==> config.mk <==
export PLATFORM = sky130hd
export DESIGN_NAME = chunked_body_decoder_unit
export DESIGN_NICKNAME = d
export VERILOG_FILES = /design/src/design/cbd_pkg.sv /design/src/design/cbd_core.sv /design/src/design/cbd_out_stage.sv /design/src/design/chunked_body_decoder_unit.sv
export SDC_FILE = /design/constraint.sdc
export NUM_CORES = 1
export LEC_CHECK = 0
export ABC_AREA = 1
export BUFFER_PORTS_ARGS = -buffer_cell sky130_fd_sc_hd__buf_4
export CAP_MARGIN = 0
export CORE_MARGIN = 2
export CORE_UTILIZATION = 38
export CTS_CLUSTER_DIAMETER = 120
export DETAILED_ROUTE_END_ITERATION = 10
export GPL_ROUTABILITY_DRIVEN = 0
export PLACE_DENSITY_LB_ADDON = 0.15
export SYNTH_ARGS = -nofsm -noshare
export SYNTH_HDL_FRONTEND = slang
export SYNTH_HIERARCHICAL = 1
export SYNTH_SLANG_ARGS = --single-unit
==> constraint.sdc <==
create_clock -name clk -period 10.92 [get_ports clk]
set_input_delay 3.276 -clock clk [delete_from_list [all_inputs] [get_ports clk]]
set_output_delay 3.276 -clock clk [all_outputs]
set_load 0.05 [all_outputs]
==> src/design/cbd_pkg.sv <==
// shared types, constants and helpers for the chunked body decoder
`timescale 1ns / 1ps
package cbd_pkg;

  localparam int CBD_SIZE_BITS = 32;

  localparam logic OP_BYTE  = 1'b0;
  localparam logic OP_START = 1'b1;

  localparam logic [1:0] KIND_PAYLOAD  = 2'd0;
  localparam logic [1:0] KIND_COMPLETE = 2'd1;
  localparam logic [1:0] KIND_OVERFLOW = 2'd2;

  localparam logic [7:0] CHAR_CR  = 8'h0D;
  localparam logic [7:0] CHAR_LF  = 8'h0A;
  localparam logic [7:0] CHAR_SP  = 8'h20;
  localparam logic [7:0] CHAR_TAB = 8'h09;

  typedef struct packed {
    logic       op;
    logic [7:0] in_byte;
  } cbd_in_t;

  typedef struct packed {
    logic [7:0]  out_byte;
    logic [1:0]  kind;
    logic [31:0] consumed;
  } cbd_out_t;

  // one result word from the decode stage to the output stage
  typedef struct packed {
    logic     valid;
    cbd_out_t data;
  } cbd_res_t;

  // hex digit decode: valid flag plus nibble value
  function automatic logic [4:0] hex_decode(input logic [7:0] c);
    logic [4:0] r;
    r = 5'd0;
    if (c >= 8'h30 && c <= 8'h39) begin
      r = {1'b1, c[3:0]};
    end else if ((c >= 8'h61 && c <= 8'h66) || (c >= 8'h41 && c <= 8'h46)) begin
      r = {1'b1, c[3:0] + 4'd9};
    end
    return r;
  endfunction

endpackage

==> src/design/cbd_core.sv <==
// decode state machine: size line parsing, data pass-through, skip of the two bytes after each chunk's data
`timescale 1ns / 1ps
module cbd_core #(
  parameter int SIZE_BITS = cbd_pkg::CBD_SIZE_BITS
) (
  input  logic              clk,
  input  logic              rst_n,
  input  logic              fire,
  input  cbd_pkg::cbd_in_t  word,
  output cbd_pkg::cbd_res_t res
);
  import cbd_pkg::*;

  localparam logic [2:0] PH_IDLE  = 3'd0;
  localparam logic [2:0] PH_LEAD  = 3'd1;
  localparam logic [2:0] PH_HEX   = 3'd2;
  localparam logic [2:0] PH_DATA  = 3'd3;
  localparam logic [2:0] PH_SKIP1 = 3'd4;
  localparam logic [2:0] PH_SKIP2 = 3'd5;
  localparam logic [2:0] PH_DONE  = 3'd6;
  localparam logic [2:0] PH_ERR   = 3'd7;

  logic [2:0]           phase_r, phase_nxt;
  logic [SIZE_BITS-1:0] remaining_r, remaining_nxt;
  logic                 digits_ended_r, digits_ended_nxt;
  logic                 saw_cr_r, saw_cr_nxt;
  logic [31:0]          offset_r, offset_nxt;

  logic [SIZE_BITS-1:0] rem_dec;
  logic [31:0]          offset_inc;
  logic [4:0]           hex;
  logic [7:0]           b;

  assign b          = word.in_byte;
  assign rem_dec    = remaining_r - {{(SIZE_BITS-1){1'b0}}, 1'b1};
  assign offset_inc = offset_r + 32'd1;
  assign hex        = hex_decode(b);

  always_comb begin
    phase_nxt        = phase_r;
    remaining_nxt    = remaining_r;
    digits_ended_nxt = digits_ended_r;
    saw_cr_nxt       = saw_cr_r;
    offset_nxt       = offset_r;
    res              = '0;
    if (fire) begin
      if (word.op == OP_START) begin
        offset_nxt       = '0;
        phase_nxt        = PH_LEAD;
        remaining_nxt    = '0;
        digits_ended_nxt = 1'b0;
        saw_cr_nxt       = 1'b0;
      end else if (phase_r != PH_IDLE && phase_r != PH_DONE && phase_r != PH_ERR) begin
        offset_nxt = offset_inc;
        unique case (phase_r)
          PH_DATA: begin
            remaining_nxt = rem_dec;
            if (rem_dec == '0) phase_nxt = PH_SKIP1;
            res.valid         = 1'b1;
            res.data.out_byte = b;
            res.data.kind     = KIND_PAYLOAD;
          end
          PH_SKIP1: phase_nxt = PH_SKIP2;
          PH_SKIP2: begin
            phase_nxt        = PH_LEAD;
            remaining_nxt    = '0;
            digits_ended_nxt = 1'b0;
            saw_cr_nxt       = 1'b0;
          end
          PH_LEAD, PH_HEX: begin
            if (saw_cr_r && b == CHAR_LF) begin
              // end of size line
              saw_cr_nxt       = 1'b0;
              digits_ended_nxt = 1'b0;
              if (remaining_r == '0) begin
                phase_nxt         = PH_DONE;
                res.valid         = 1'b1;
                res.data.kind     = KIND_COMPLETE;
                res.data.consumed = offset_inc;
              end else begin
                phase_nxt = PH_DATA;
              end
            end else begin
              saw_cr_nxt = (b == CHAR_CR);
              if (!digits_ended_r &&
                  !(phase_r == PH_LEAD && (b == CHAR_SP || b == CHAR_TAB))) begin
                phase_nxt = PH_HEX;
                if (!hex[4]) begin
                  digits_ended_nxt = 1'b1;
                end else if (remaining_r[SIZE_BITS-1 -: 4] != 4'd0) begin
                  phase_nxt     = PH_ERR;
                  res.valid     = 1'b1;
                  res.data.kind = KIND_OVERFLOW;
                end else begin
                  remaining_nxt = {remaining_r[SIZE_BITS-5:0], hex[3:0]};
                end
              end
            end
          end
          default: ;
        endcase
      end
    end
  end

  always_ff @(posedge clk) begin
    if (!rst_n) begin
      phase_r        <= PH_IDLE;
      remaining_r    <= '0;
      digits_ended_r <= 1'b0;
      saw_cr_r       <= 1'b0;
      offset_r       <= '0;
    end else begin
      phase_r        <= phase_nxt;
      remaining_r    <= remaining_nxt;
      digits_ended_r <= digits_ended_nxt;
      saw_cr_r       <= saw_cr_nxt;
      offset_r       <= offset_nxt;
    end
  end

endmodule

==> src/design/cbd_out_stage.sv <==
// output register with one skid entry
`timescale 1ns / 1ps
module cbd_out_stage (
  input  logic              clk,
  input  logic              rst_n,
  input  cbd_pkg::cbd_res_t res,
  output logic              full,
  output logic              out_valid,
  input  logic              out_stall,
  output cbd_pkg::cbd_out_t out_data
);
  import cbd_pkg::*;

  logic     out_valid_r, out_valid_nxt;
  cbd_out_t out_data_r, out_data_nxt;
  logic     skid_valid_r, skid_valid_nxt;
  cbd_out_t skid_data_r, skid_data_nxt;

  assign full      = skid_valid_r;
  assign out_valid = out_valid_r;
  assign out_data  = out_data_r;

  always_comb begin
    out_valid_nxt  = out_valid_r;
    out_data_nxt   = out_data_r;
    skid_valid_nxt = skid_valid_r;
    skid_data_nxt  = skid_data_r;
    if (!out_valid_r || !out_stall) begin
      // output slot frees up: drain skid first, else take the new word
      if (skid_valid_r) begin
        out_valid_nxt  = 1'b1;
        out_data_nxt   = skid_data_r;
        skid_valid_nxt = 1'b0;
      end else begin
        out_valid_nxt = res.valid;
        if (res.valid) out_data_nxt = res.data;
      end
    end else if (res.valid) begin
      skid_valid_nxt = 1'b1;
      skid_data_nxt  = res.data;
    end
  end

  always_ff @(posedge clk) begin
    if (!rst_n) begin
      out_valid_r  <= 1'b0;
      skid_valid_r <= 1'b0;
    end else begin
      out_valid_r  <= out_valid_nxt;
      skid_valid_r <= skid_valid_nxt;
    end
  end

  always_ff @(posedge clk) begin
    out_data_r  <= out_data_nxt;
    skid_data_r <= skid_data_nxt;
  end

endmodule

==> src/design/chunked_body_decoder_unit.sv <==
// top level of the chunked body decoder
`timescale 1ns / 1ps
// usage:
//   in_valid / in_stall / in_data carry one word per accepted edge: either a
//   start word (op = start) that clears the decoder, or one raw body byte
//   out_valid / out_stall / out_data deliver at most one result per input
//   word: a payload byte, a body-complete word with the consumed count, or a
//   chunk size overflow error
// output: each result is registered in the output register, or in the skid entry while out_data is held
// throughput: one word per cycle while in_stall is low, set by the single decode state update;
//   the decode state moves in the same cycle the word is accepted
// stalls: the output register plus one skid entry let the decoder take a
//   word while a result waits; in_stall rises only when the skid entry is
//   occupied and falls once the receiver takes the waiting result
// reset: synchronous active-low rst_n returns the decoder to idle; bytes
//   before a start word are dropped without effect
module chunked_body_decoder_unit #(
  parameter int SIZE_BITS = cbd_pkg::CBD_SIZE_BITS
) (
  input  logic              clk,
  input  logic              rst_n,
  input  logic              in_valid,
  output logic              in_stall,
  input  cbd_pkg::cbd_in_t  in_data,
  output logic              out_valid,
  input  logic              out_stall,
  output cbd_pkg::cbd_out_t out_data
);
  import cbd_pkg::*;

  logic     in_fire;
  logic     skid_full;
  cbd_res_t res;

  // input side stalls only on a full skid entry
  assign in_stall = skid_full;
  assign in_fire  = in_valid && !skid_full;

  cbd_core #(
    .SIZE_BITS(SIZE_BITS)
  ) u_core (
    .clk  (clk),
    .rst_n(rst_n),
    .fire (in_fire),
    .word (in_data),
    .res  (res)
  );

  cbd_out_stage u_out (
    .clk      (clk),
    .rst_n    (rst_n),
    .res      (res),
    .full     (skid_full),
    .out_valid(out_valid),
    .out_stall(out_stall),
    .out_data (out_data)
  );

endmodule
==> metrics.md, run 1 <==
| Metric | Value |
|---|---|
| Post-synth top area cell | `edfxtp_1` |
| Skew final | `12.5 ps` |
| Top Metal Used | `met4` |
| DR DRC count | `0` |
| Pre-CTS WS | `4680 ps` |
| Area Overhead vs Synth | `14.6%` |
| Yosys warning total | `6` |
| Worst Tran Pin Value | `1040 ps` |
| Pleak | `3.67 nW` |
| Synth Instances | `1,093` |
| Io pins | `57` |
| Hold slack final | `465 ps` |
| Core Area | `0.0218 mm²` |
| Routed met3 length | `793 µm` |
| Antenna Nets Post-Route | `0` |
| Final setup margin | `5100 ps` |
| Max-Cap Viols | `0` |
| Number of global-route vias before repair | `6,578` |
| Initial antenna violation count | `0` |
| WL met1 | `10,600 µm` |
| Global-route wire length before repair | `33,900 µm` |
| Dominant synthesized flop cell | `edfxtp_1` |
| Switching part of the total power | `32.9%` |
| Critical Path Sink Type | `flop` |
| Root buf cell | `clkbuf_16` |
| Vias per cell | `4.94` |
| Slew Viols, Final | `0` |
| Router iterations before antenna repair | `10` |
| Syn_area_per_cell | `7.72 µm²` |
| Synth area leaders | `edfxtp_1 30%, dfxtp_1 17%, nand2_1 11%, inv_1 5.9%, nor2_1 5.6%` |
| Clock transition at path regs | `60 ps` |
| FFs w/ async S/R, synth | `0%` |
| Largest net degree at the start of global routing | `88` |
| Starting Density | `38.7%` |
| Top cell type's share of synthesized area | `29.9%` |
| Die height | `153 µm` |
| Row count | `54` |
| N_diodes | `0` |
| Total GRT Usage | `17.7%` |
| Die span in x | `153 µm` |
| Hpwl dp | `14,200 µm` |
| Die footprint | `0.0234 mm²` |
| CTS Hold Bufs | `0` |
| Relative slew slack | `30.4%` |
| Nets | `1,156` |
| Max Fanout on Critical Path | `42` |
| Met2 wire len | `9030 µm` |
| WL per Instance | `14.5 µm` |
| Fin crit period | `5820 ps` |
| Setup Fix Bufs, Post-CTS | `0` |
| Via count | `7,061` |
| VDD IR max | `0.0981 mV` |
| Final Util | `44.3%` |
| Gr ovfl total | `0` |
| Clock power frac | `38.8%` |
| Clock tree sinks | `155` |
| Period utilization | `53.3%` |
| #FFs+latches synth | `155` |
| Internal Power | `1.06 mW` |
| Max Fclk | `172 MHz` |
| CP arrival | `5870 ps` |
| Post-Syn Nets | `1,113` |
| Worst setup SP type | `primary input` |
| Fin Setup TNS | `0 ps` |
| Post-Route WL | `20,700 µm` |
| Outcome | `completed` |
| Critical path type | `primary input to flop` |
| Clock Latency Late Sink | `430 ps` |
| Psw | `0.520 mW` |
| Final setup viols | `0` |
| Reg power frac | `40.5%` |
| CTS buffer count | `17` |
| Number of synthesized flops with an enable pin | `84` |
| Clock H-tree levels | `4` |
| Post-synthesis sequential area ratio | `46.7%` |
| Buffers on Ports | `56` |
| Number of gates resized after CTS | `0` |
| HP Class | `flop to flop` |
| CTS max path bufs | `2` |
| Final hold violations | `0` |
| Comb power frac | `20.7%` |
| DRT iter0 DRCs | `582` |
| RSZ-0062 raised after global routing | `false` |
| Share of cells above drive strength 1 | `14.2%` |
| Worst Path Required | `10,970 ps` |
| CTS tree | `done` |
| Pwr/cell area | `164 mW/mm²` |
| Synth Cell Area | `0.00844 mm²` |
| Yosys cell types | `54` |
-- final timing paths --
kind         slack (ps)               endpoint  depth (start not counted)             startpoint
max                5100  u_out/skid_data_r[15]                         14             in_data[0]
min                 470     u_core/offset_r[4]                          2     u_core/offset_r[4]
max reg2reg        7410  u_out/skid_data_r[15]                         11  u_core/remaining_r[0]
min reg2reg         470     u_core/offset_r[4]                          2     u_core/offset_r[4]
-- through the flow --
| step | power (mW) | std cells | area [µm²] |
|---|---|---|---|
| 5_1_grt | 1.66 | 1429 | 9670 |
| 6_report | 1.58 | 1429 | 9670 |
| 2_1_floorplan | 0.895 | 1093 | 8440 |
| 3_5_place_dp | 0.974 | 1397 | 9060 |
| 4_1_cts | 1.59 | 1429 | 9670 |
| 3_3_place_gp | 0.976 | 1397 | 9060 |
-- synthesized netlist by cell type (2+ instances only) --
cell type and instances:
nand2_1 251, inv_1 133, nor2_1 127, o21ai_0 90, edfxtp_1 84, dfxtp_1 71, a21oi_1 70, nand3_1 51
clkbuf_1 19, nor3_1 17, o22ai_1 16, xor2_1 16, nand4_1 15, nor2_2 13, o21ai_1 12, nand2_2 10
inv_2 9, nor2_4 8, buf_2 7, ha_1 7, a21oi_2 5, nand3_2 5, or2_2 5, buf_4 4
buf_6 4, a22oi_1 3, clkinv_1 3, nand4_2 3, nor4_1 3, xnor2_1 3, a211oi_1 2, a21o_1 2
nand2_4 2, nor3_4 2, nor3b_2 2
-- cell families after synthesis --
logic type	synth area share [%]
xor gates and xnor gates	2.16
AOI/OAI and AO/OA	13.3
adders and majority gates	1.04
and+or+nand+nor	28.1
buffers and inverters	8.64
DFF	46.7
-- worst max-delay path, cell delays in order --
cell and delay, ps:
buf_4 130, inv_1 130, ha_1 170, inv_1 40
nor2_1 130, inv_1 70, nand3_1 100, nand4_2 170
nand2_1 210, nand3_1 120, nand2_1 80, nand3_1 70
a21oi_1 220, and3_2 930
-- metal layers --
metal	track usage (%)	up-vias
met2	27.3	152
li1	-	3673
met5	0	-
met4	5.47	0
met1	25.7	3216
met3	2.64	20
-- flip-flops by register name, indices dropped and copies added, names as in the netlist --
name,cells
u_out/out_valid,1
u_core/remaining_r,32
u_out/skid_data_r,42
u_out/out_data,42
u_core/offset_r,32
u_core/saw_cr_r,1
u_out/full,1
u_core/digits_ended_r,1
u_core/phase_r,3
-- layout make-up --
cell class	count	area, µm²
fillers	2236	12200
flip-flops and latches	155	3950
multi-input cells	758	3780
inverters	145	544
repair buffers	59	443
clock buffers	17	425
well taps	280	350
clock inverters	15	183
-- power groups by stage --
stage | registers (mW) | clock network (mW) | logic (mW)
4_1_cts | 0.640 | 0.628 | 0.323
3_5_place_dp | 0.653 | 0 | 0.321
5_1_grt | 0.643 | 0.646 | 0.368
6_report | 0.641 | 0.615 | 0.327
2_1_floorplan | 0.652 | 0 | 0.243
3_3_place_gp | 0.654 | 0 | 0.322
-- cells in the final DEF, fill, tap and decap left out, drive strengths merged, types with 18 or more instances in the layout --
cell type	count
o21ai	103
dfxtp	71
nand2	263
buf	59
nor3	20
nor2	148
inv	148
edfxtp	84
nand4	18
nand3	56
a21oi	75
(Power assumes the default switching activity.)
==> run 2, diff against run 1 <==
==> constraint.sdc (replaced) <==
create_clock -name clk -period 5.9 [get_ports clk]
set_input_delay 1.77 -clock clk [delete_from_list [all_inputs] [get_ports clk]]
set_output_delay 1.77 -clock clk [all_outputs]
set_load 0.05 [all_outputs]
==> run 2 against run 1 <==
Cell area barely moved. Via count decreased by 0.25%. Worst hold slack better by 3.6 ps. Clock-buffer cell count did not move. Wire length decreased by 1.8%. First-iteration DRC count rose by 8.2%. Sequential power rose by 86%. Die area did not move.
==> metrics.md, run 2 (same netlist as run 1, synthesis figures left out) <==
| Metric | Value |
|---|---|
| WL per Instance | `14.2 µm` |
| Die footprint | `0.0234 mm²` |
| Relative slew slack | `31.4%` |
| Pwr/cell area | `302 mW/mm²` |
| Post-Route WL | `20,300 µm` |
| Worst Path Required | `5940 ps` |
| Number of global-route vias before repair | `6,557` |
| DR DRC count | `0` |
| Final setup margin | `1680 ps` |
| Core Area | `0.0218 mm²` |
| Skew final | `12.6 ps` |
| Die span in x | `153 µm` |
| Sequential cell area | `0.00395 mm²` |
| Share of cells above drive strength 1 | `14.3%` |
| Total GRT Usage | `17.6%` |
| Period utilization | `71.5%` |
| Outcome | `completed` |
| CTS buffer count | `17` |
| Vias per cell | `4.93` |
| VDD IR max | `0.184 mV` |
| Most common cell after layout, fill and taps aside | `nand2_1` |
| R2r setup slk | `2510 ps` |
| RSZ-0062 raised after global routing | `false` |
| Max-Cap Viols | `0` |
| CTS Hold Bufs | `0` |
| Comb power frac | `20.7%` |
| Most frequent cells in the layout | `251 x nand2_1, 133 x inv_1, 127 x nor2_1` |
| Max Fclk | `237 MHz` |
| Clock Latency Late Sink | `430 ps` |
| Placed cell count | `1,398` |
| Final hold violations | `0` |
| Router iterations before antenna repair | `5` |
| Psw | `0.954 mW` |
| Worst r2r dst | `u_out/skid_data_r[21]` |
| Pleak | `3.68 nW` |
| Critical path type | `primary input to flop` |
| Antenna Nets Post-Route | `0` |
| Clock transition at path regs | `70 ps` |
| Global-route wire length before repair | `33,900 µm` |
| Switching part of the total power | `32.6%` |
| Final setup viols | `0` |
| Clock H-tree levels | `4` |
| Clock tree sinks | `155` |
| DRT iter0 DRCs | `630` |
| Via count | `7,043` |
| Buffers on Ports | `56` |
| Starting Density | `38.7%` |
| CP Launch Point | `in_data[1]` |
| Row count | `54` |
| Critical Path Sink Type | `flop` |
| Internal Power | `1.97 mW` |
| CTS tree | `done` |
| Max Fanout on Critical Path | `42` |
| Setup Fix Bufs, Post-CTS | `0` |
| Gr ovfl total | `0` |
| Clock power frac | `38.7%` |
| CTS max path bufs | `2` |
| Initial antenna violation count | `0` |
| Hpwl dp | `14,000 µm` |
| Worst setup SP type | `primary input` |
| Worst r2r path cells | `11` |
| Area Overhead vs Synth | `14.6%` |
| Fin Setup TNS | `0 ps` |
| Hold slack final | `469 ps` |
| Highest-delay cell along the critical path | `and3_2` |
| CP Cell Sequence | `buf_4, inv_1, ha_1, inv_1, nor2_1, inv_1, nand3_1, nand4_2, nand2_1, nand3_1, nand2_1, nand3_1, a21oi_1, and3_2` |
| Nets | `1,157` |
| Die height | `153 µm` |
| Reg-to-Reg Start | `u_core/remaining_r[0]` |
| N_diodes | `0` |
| Root buf cell | `clkbuf_16` |
| CP arrival | `4260 ps` |
| Final cell count without fillers | `1,430` |
| Largest net degree at the start of global routing | `88` |
| Fin crit period | `4220 ps` |
| Max incr delay on CP | `910 ps` |
| Number of gates resized after CTS | `0` |
| Reg power frac | `40.6%` |
| Pre-CTS WS | `1220 ps` |
| Worst setup path end | `u_out/skid_data_r[21]` |
| HP Class | `flop to flop` |
| Io pins | `57` |
| Slew Viols, Final | `0` |
| Multi-input logic area | `0.00378 mm²` |
| Worst Tran Pin Value | `1030 ps` |
| Final Util | `44.3%` |
| Layout fillers | `2,196` |
run 2: metrics by stage:
step	total power, mW	cell area (µm²)
global route	3.08	9680
detailed placement	1.81	9070
finish	2.92	9680
floorplan	1.66	8440
global placement	1.80	9070
CTS	2.95	9680
run 2: layer usage:
metal	vias to the layer above	routed length, µm	GRT usage, %	share of wire, %
met5	-	0	0	0
met3	17	728	2.69	3.6
met4	0	236	5.16	1.2
li1	3688	-	-	-
met2	145	8780	26.8	43
met1	3193	10600	26.0	52
run 2: cell type report:
cell class                 instances  area share [%]
multi-input combinational        758            39.1
clock inverter                    15            1.87
clock buffer                      17            4.40
inverter                         145            5.62
timing repair buffer              60            4.65
tap                              280            3.62
sequential                       155            40.8
run 2: worst min-delay path by stage:
stage / startpoint / to / cells past startpoint
after floorplan: u_core/saw_cr_r / u_core/saw_cr_r / 2
after global placement: u_core/offset_r[4] / u_core/offset_r[4] / 2
after detailed placement: u_core/saw_cr_r / u_core/saw_cr_r / 2
after CTS: u_core/saw_cr_r / u_core/saw_cr_r / 2
after global routing: u_core/saw_cr_r / u_core/saw_cr_r / 2
final: u_core/saw_cr_r / u_core/saw_cr_r / 2
run 2: critical path: cells and delay by family:
family	cells	cell delay (ps)
AO/OA/AOI/OAI	1	200
adder cells (fa/ha/maj)	1	170
buffers and inverters	4	350
AND/OR/NAND/NOR	8	1750
run 2: power groups by stage:
stage	Combinational, mW	Sequential, mW	Clock, mW
after floorplan	0.451	1.21	0
after global placement	0.595	1.21	0
after detailed placement	0.596	1.21	0
after CTS	0.600	1.18	1.16
after global routing	0.682	1.19	1.21
final	0.606	1.19	1.13
==> run 3, diff against run 2 <==
==> constraint.sdc (replaced) <==
create_clock -name clk -period 3.75 [get_ports clk]
set_input_delay 1.125 -clock clk [delete_from_list [all_inputs] [get_ports clk]]
set_output_delay 1.125 -clock clk [all_outputs]
set_load 0.05 [all_outputs]
==> run 3 against run 2 <==
Sequential power up 57%. Highest routed layer unchanged. Wire length down 2.3%. Flip-flop and latch count unchanged. Combinational power up 58%. First-iteration DRC count down 4.3%. Total power up 56%.
==> metrics.md, run 3 (same netlist as run 1, synthesis figures left out) <==
| Metric | Value |
|---|---|
| Clock transition at path regs | `70 ps` |
| Initial antenna violation count | `0` |
| Fin crit period | `3090 ps` |
| Max Fclk | `324 MHz` |
| Setup Fix Bufs, Post-CTS | `0` |
| Max Fanout on Critical Path | `42` |
| CTS buffer count | `17` |
| Highest-delay cell along the critical path | `buf_12` |
| Critical path type | `primary input to flop` |
| Gr ovfl total | `0` |
| Clock H-tree levels | `4` |
| Period utilization | `82.3%` |
| HP Class | `flop to flop` |
| RSZ-0062 raised after global routing | `false` |
| Number of gates resized after CTS | `0` |
| Io pins | `57` |
| Clock tree sinks | `155` |
| Vias per cell | `4.90` |
| CTS max path bufs | `2` |
| Relative slew slack | `51.6%` |
| CTS tree | `done` |
| N_diodes | `0` |
| WL per Instance | `13.8 µm` |
| Core Area | `0.0218 mm²` |
| Clock Latency Late Sink | `430 ps` |
| Via count | `7,066` |
| Nets | `1,168` |
| Critical Path Sink Type | `flop` |
| Final hold violations | `0` |
| DR DRC count | `0` |
| Outcome | `completed` |
| Final setup viols | `0` |
| Global-route wire length before repair | `33,400 µm` |
| Hold slack final | `466 ps` |
| Max incr delay on CP | `250 ps` |
| Max-Cap Viols | `0` |
| CP Buf/Inv Count | `5` |
| CTS Hold Bufs | `0` |
| Slew Viols, Final | `0` |
| CP arrival | `3200 ps` |
| Hpwl dp | `14,200 µm` |
| Router iterations before antenna repair | `4` |
| Area Overhead vs Synth | `15.7%` |
| Worst Path Required | `3860 ps` |
| Layout fillers | `2,238` |
| Multi-input logic area | `0.00378 mm²` |
| Antenna Nets Post-Route | `0` |
| Row count | `54` |
| Worst setup SP type | `primary input` |
| Largest net degree at the start of global routing | `88` |
| Starting Density | `38.7%` |
| CP top delay family | `simple AND/OR/NAND/NOR gates` |
| Post-Route WL | `19,900 µm` |
| Worst Tran Pin Value | `727 ps` |
| Skew final | `12.6 ps` |
| Most frequent cells in the layout | `251 x nand2_1, 133 x inv_1, 127 x nor2_1` |
| Fin Setup TNS | `0 ps` |
| Number of global-route vias before repair | `6,595` |
| Pwr/cell area | `466 mW/mm²` |
| Total GRT Usage | `17.4%` |
| Pleak | `3.73 nW` |
| Root buf cell | `clkbuf_16` |
| Most common cell after layout, fill and taps aside | `nand2_1` |
| Buffers on Ports | `56` |
| Die height | `153 µm` |
| Die footprint | `0.0234 mm²` |
| VDD IR max | `0.319 mV` |
| DRT iter0 DRCs | `603` |
| Sequential cell area | `0.00395 mm²` |
| Die span in x | `153 µm` |
| CP Cell Sequence | `buf_4, inv_1, ha_1, inv_1, nor2_1, inv_1, nand3_1, nand4_2, nand2_1, nand3_1, nand2_1, nand3_1, a21oi_1, nor2_1, a21oi_4, buf_12` |
| Share of cells above drive strength 1 | `15.2%` |
[run 3: changes by cell type in the layout (fill, tap and decap cells not counted), sizes merged]
cell / previous run / this run
buf: 60 / 71
clkinvlp: 0 / 1
inv: 150 / 152
clkinv: 8 / 5
clkbuf: 17 / 18
bufinv: 2 / 1
[run 3: power by group]
group | internal (mW) | total [mW] | switching (mW) | leakage [nW]
clock | 0.962 | 1.73 | 0.767 | 0.290
sequential | 1.82 | 1.87 | 0.0495 | 1.43
combinational | 0.285 | 0.960 | 0.674 | 2.01
[run 3: stage by stage]
stage | cell area, µm² | power (mW) | std cells | utilization [%] | setup slack, ps
after CTS | 9770 | 4.60 | 1441 | 44.8 | 682
after global routing | 9770 | 4.80 | 1441 | 44.8 | 353
after floorplan | 8450 | 2.61 | 1093 | - | 173
after detailed placement | 9180 | 2.85 | 1409 | 42.1 | 222
final | 9770 | 4.55 | 1441 | 44.8 | 665
after global placement | 9180 | 2.86 | 1409 | 42.1 | 275
[run 3: final cells by class]
class,count,area share (%)
multi-input cells,758,38.7
flip-flops and latches,155,40.4
well taps,280,3.59
clock buffers,18,4.50
repair buffers,71,5.71
clock inverters,14,1.52
inverters,145,5.57
[run 3: path summary, 6_finish.rpt]
kind	slack [ps]	to	startpoint	depth (start not counted)
worst max register to register	800	u_out/out_data[25]	u_core/remaining_r[0]	13
worst min register to register	470	u_core/offset_r[4]	u_core/offset_r[4]	2
worst max-delay path	660	u_out/out_data[25]	in_data[1]	16
worst min-delay path	470	u_core/offset_r[4]	u_core/offset_r[4]	2
[run 3: layer usage]
metal / wire length [µm] / up-vias / global-route usage [%]
met5: 0 / - / 0
met2: 8700 / 153 / 26.4
li1: - / 3714 / -
met3: 885 / 16 / 2.89
met4: 214 / 0 / 5.25
met1: 10100 / 3183 / 25.6
[run 3: tightest hold or removal path: cells and delay by family (launching register included)]
kind             cells  cell delay [ps]
flip-flops           1              310
AO/OA/AOI/OAI        1               50
AND/OR/NAND/NOR      1               60
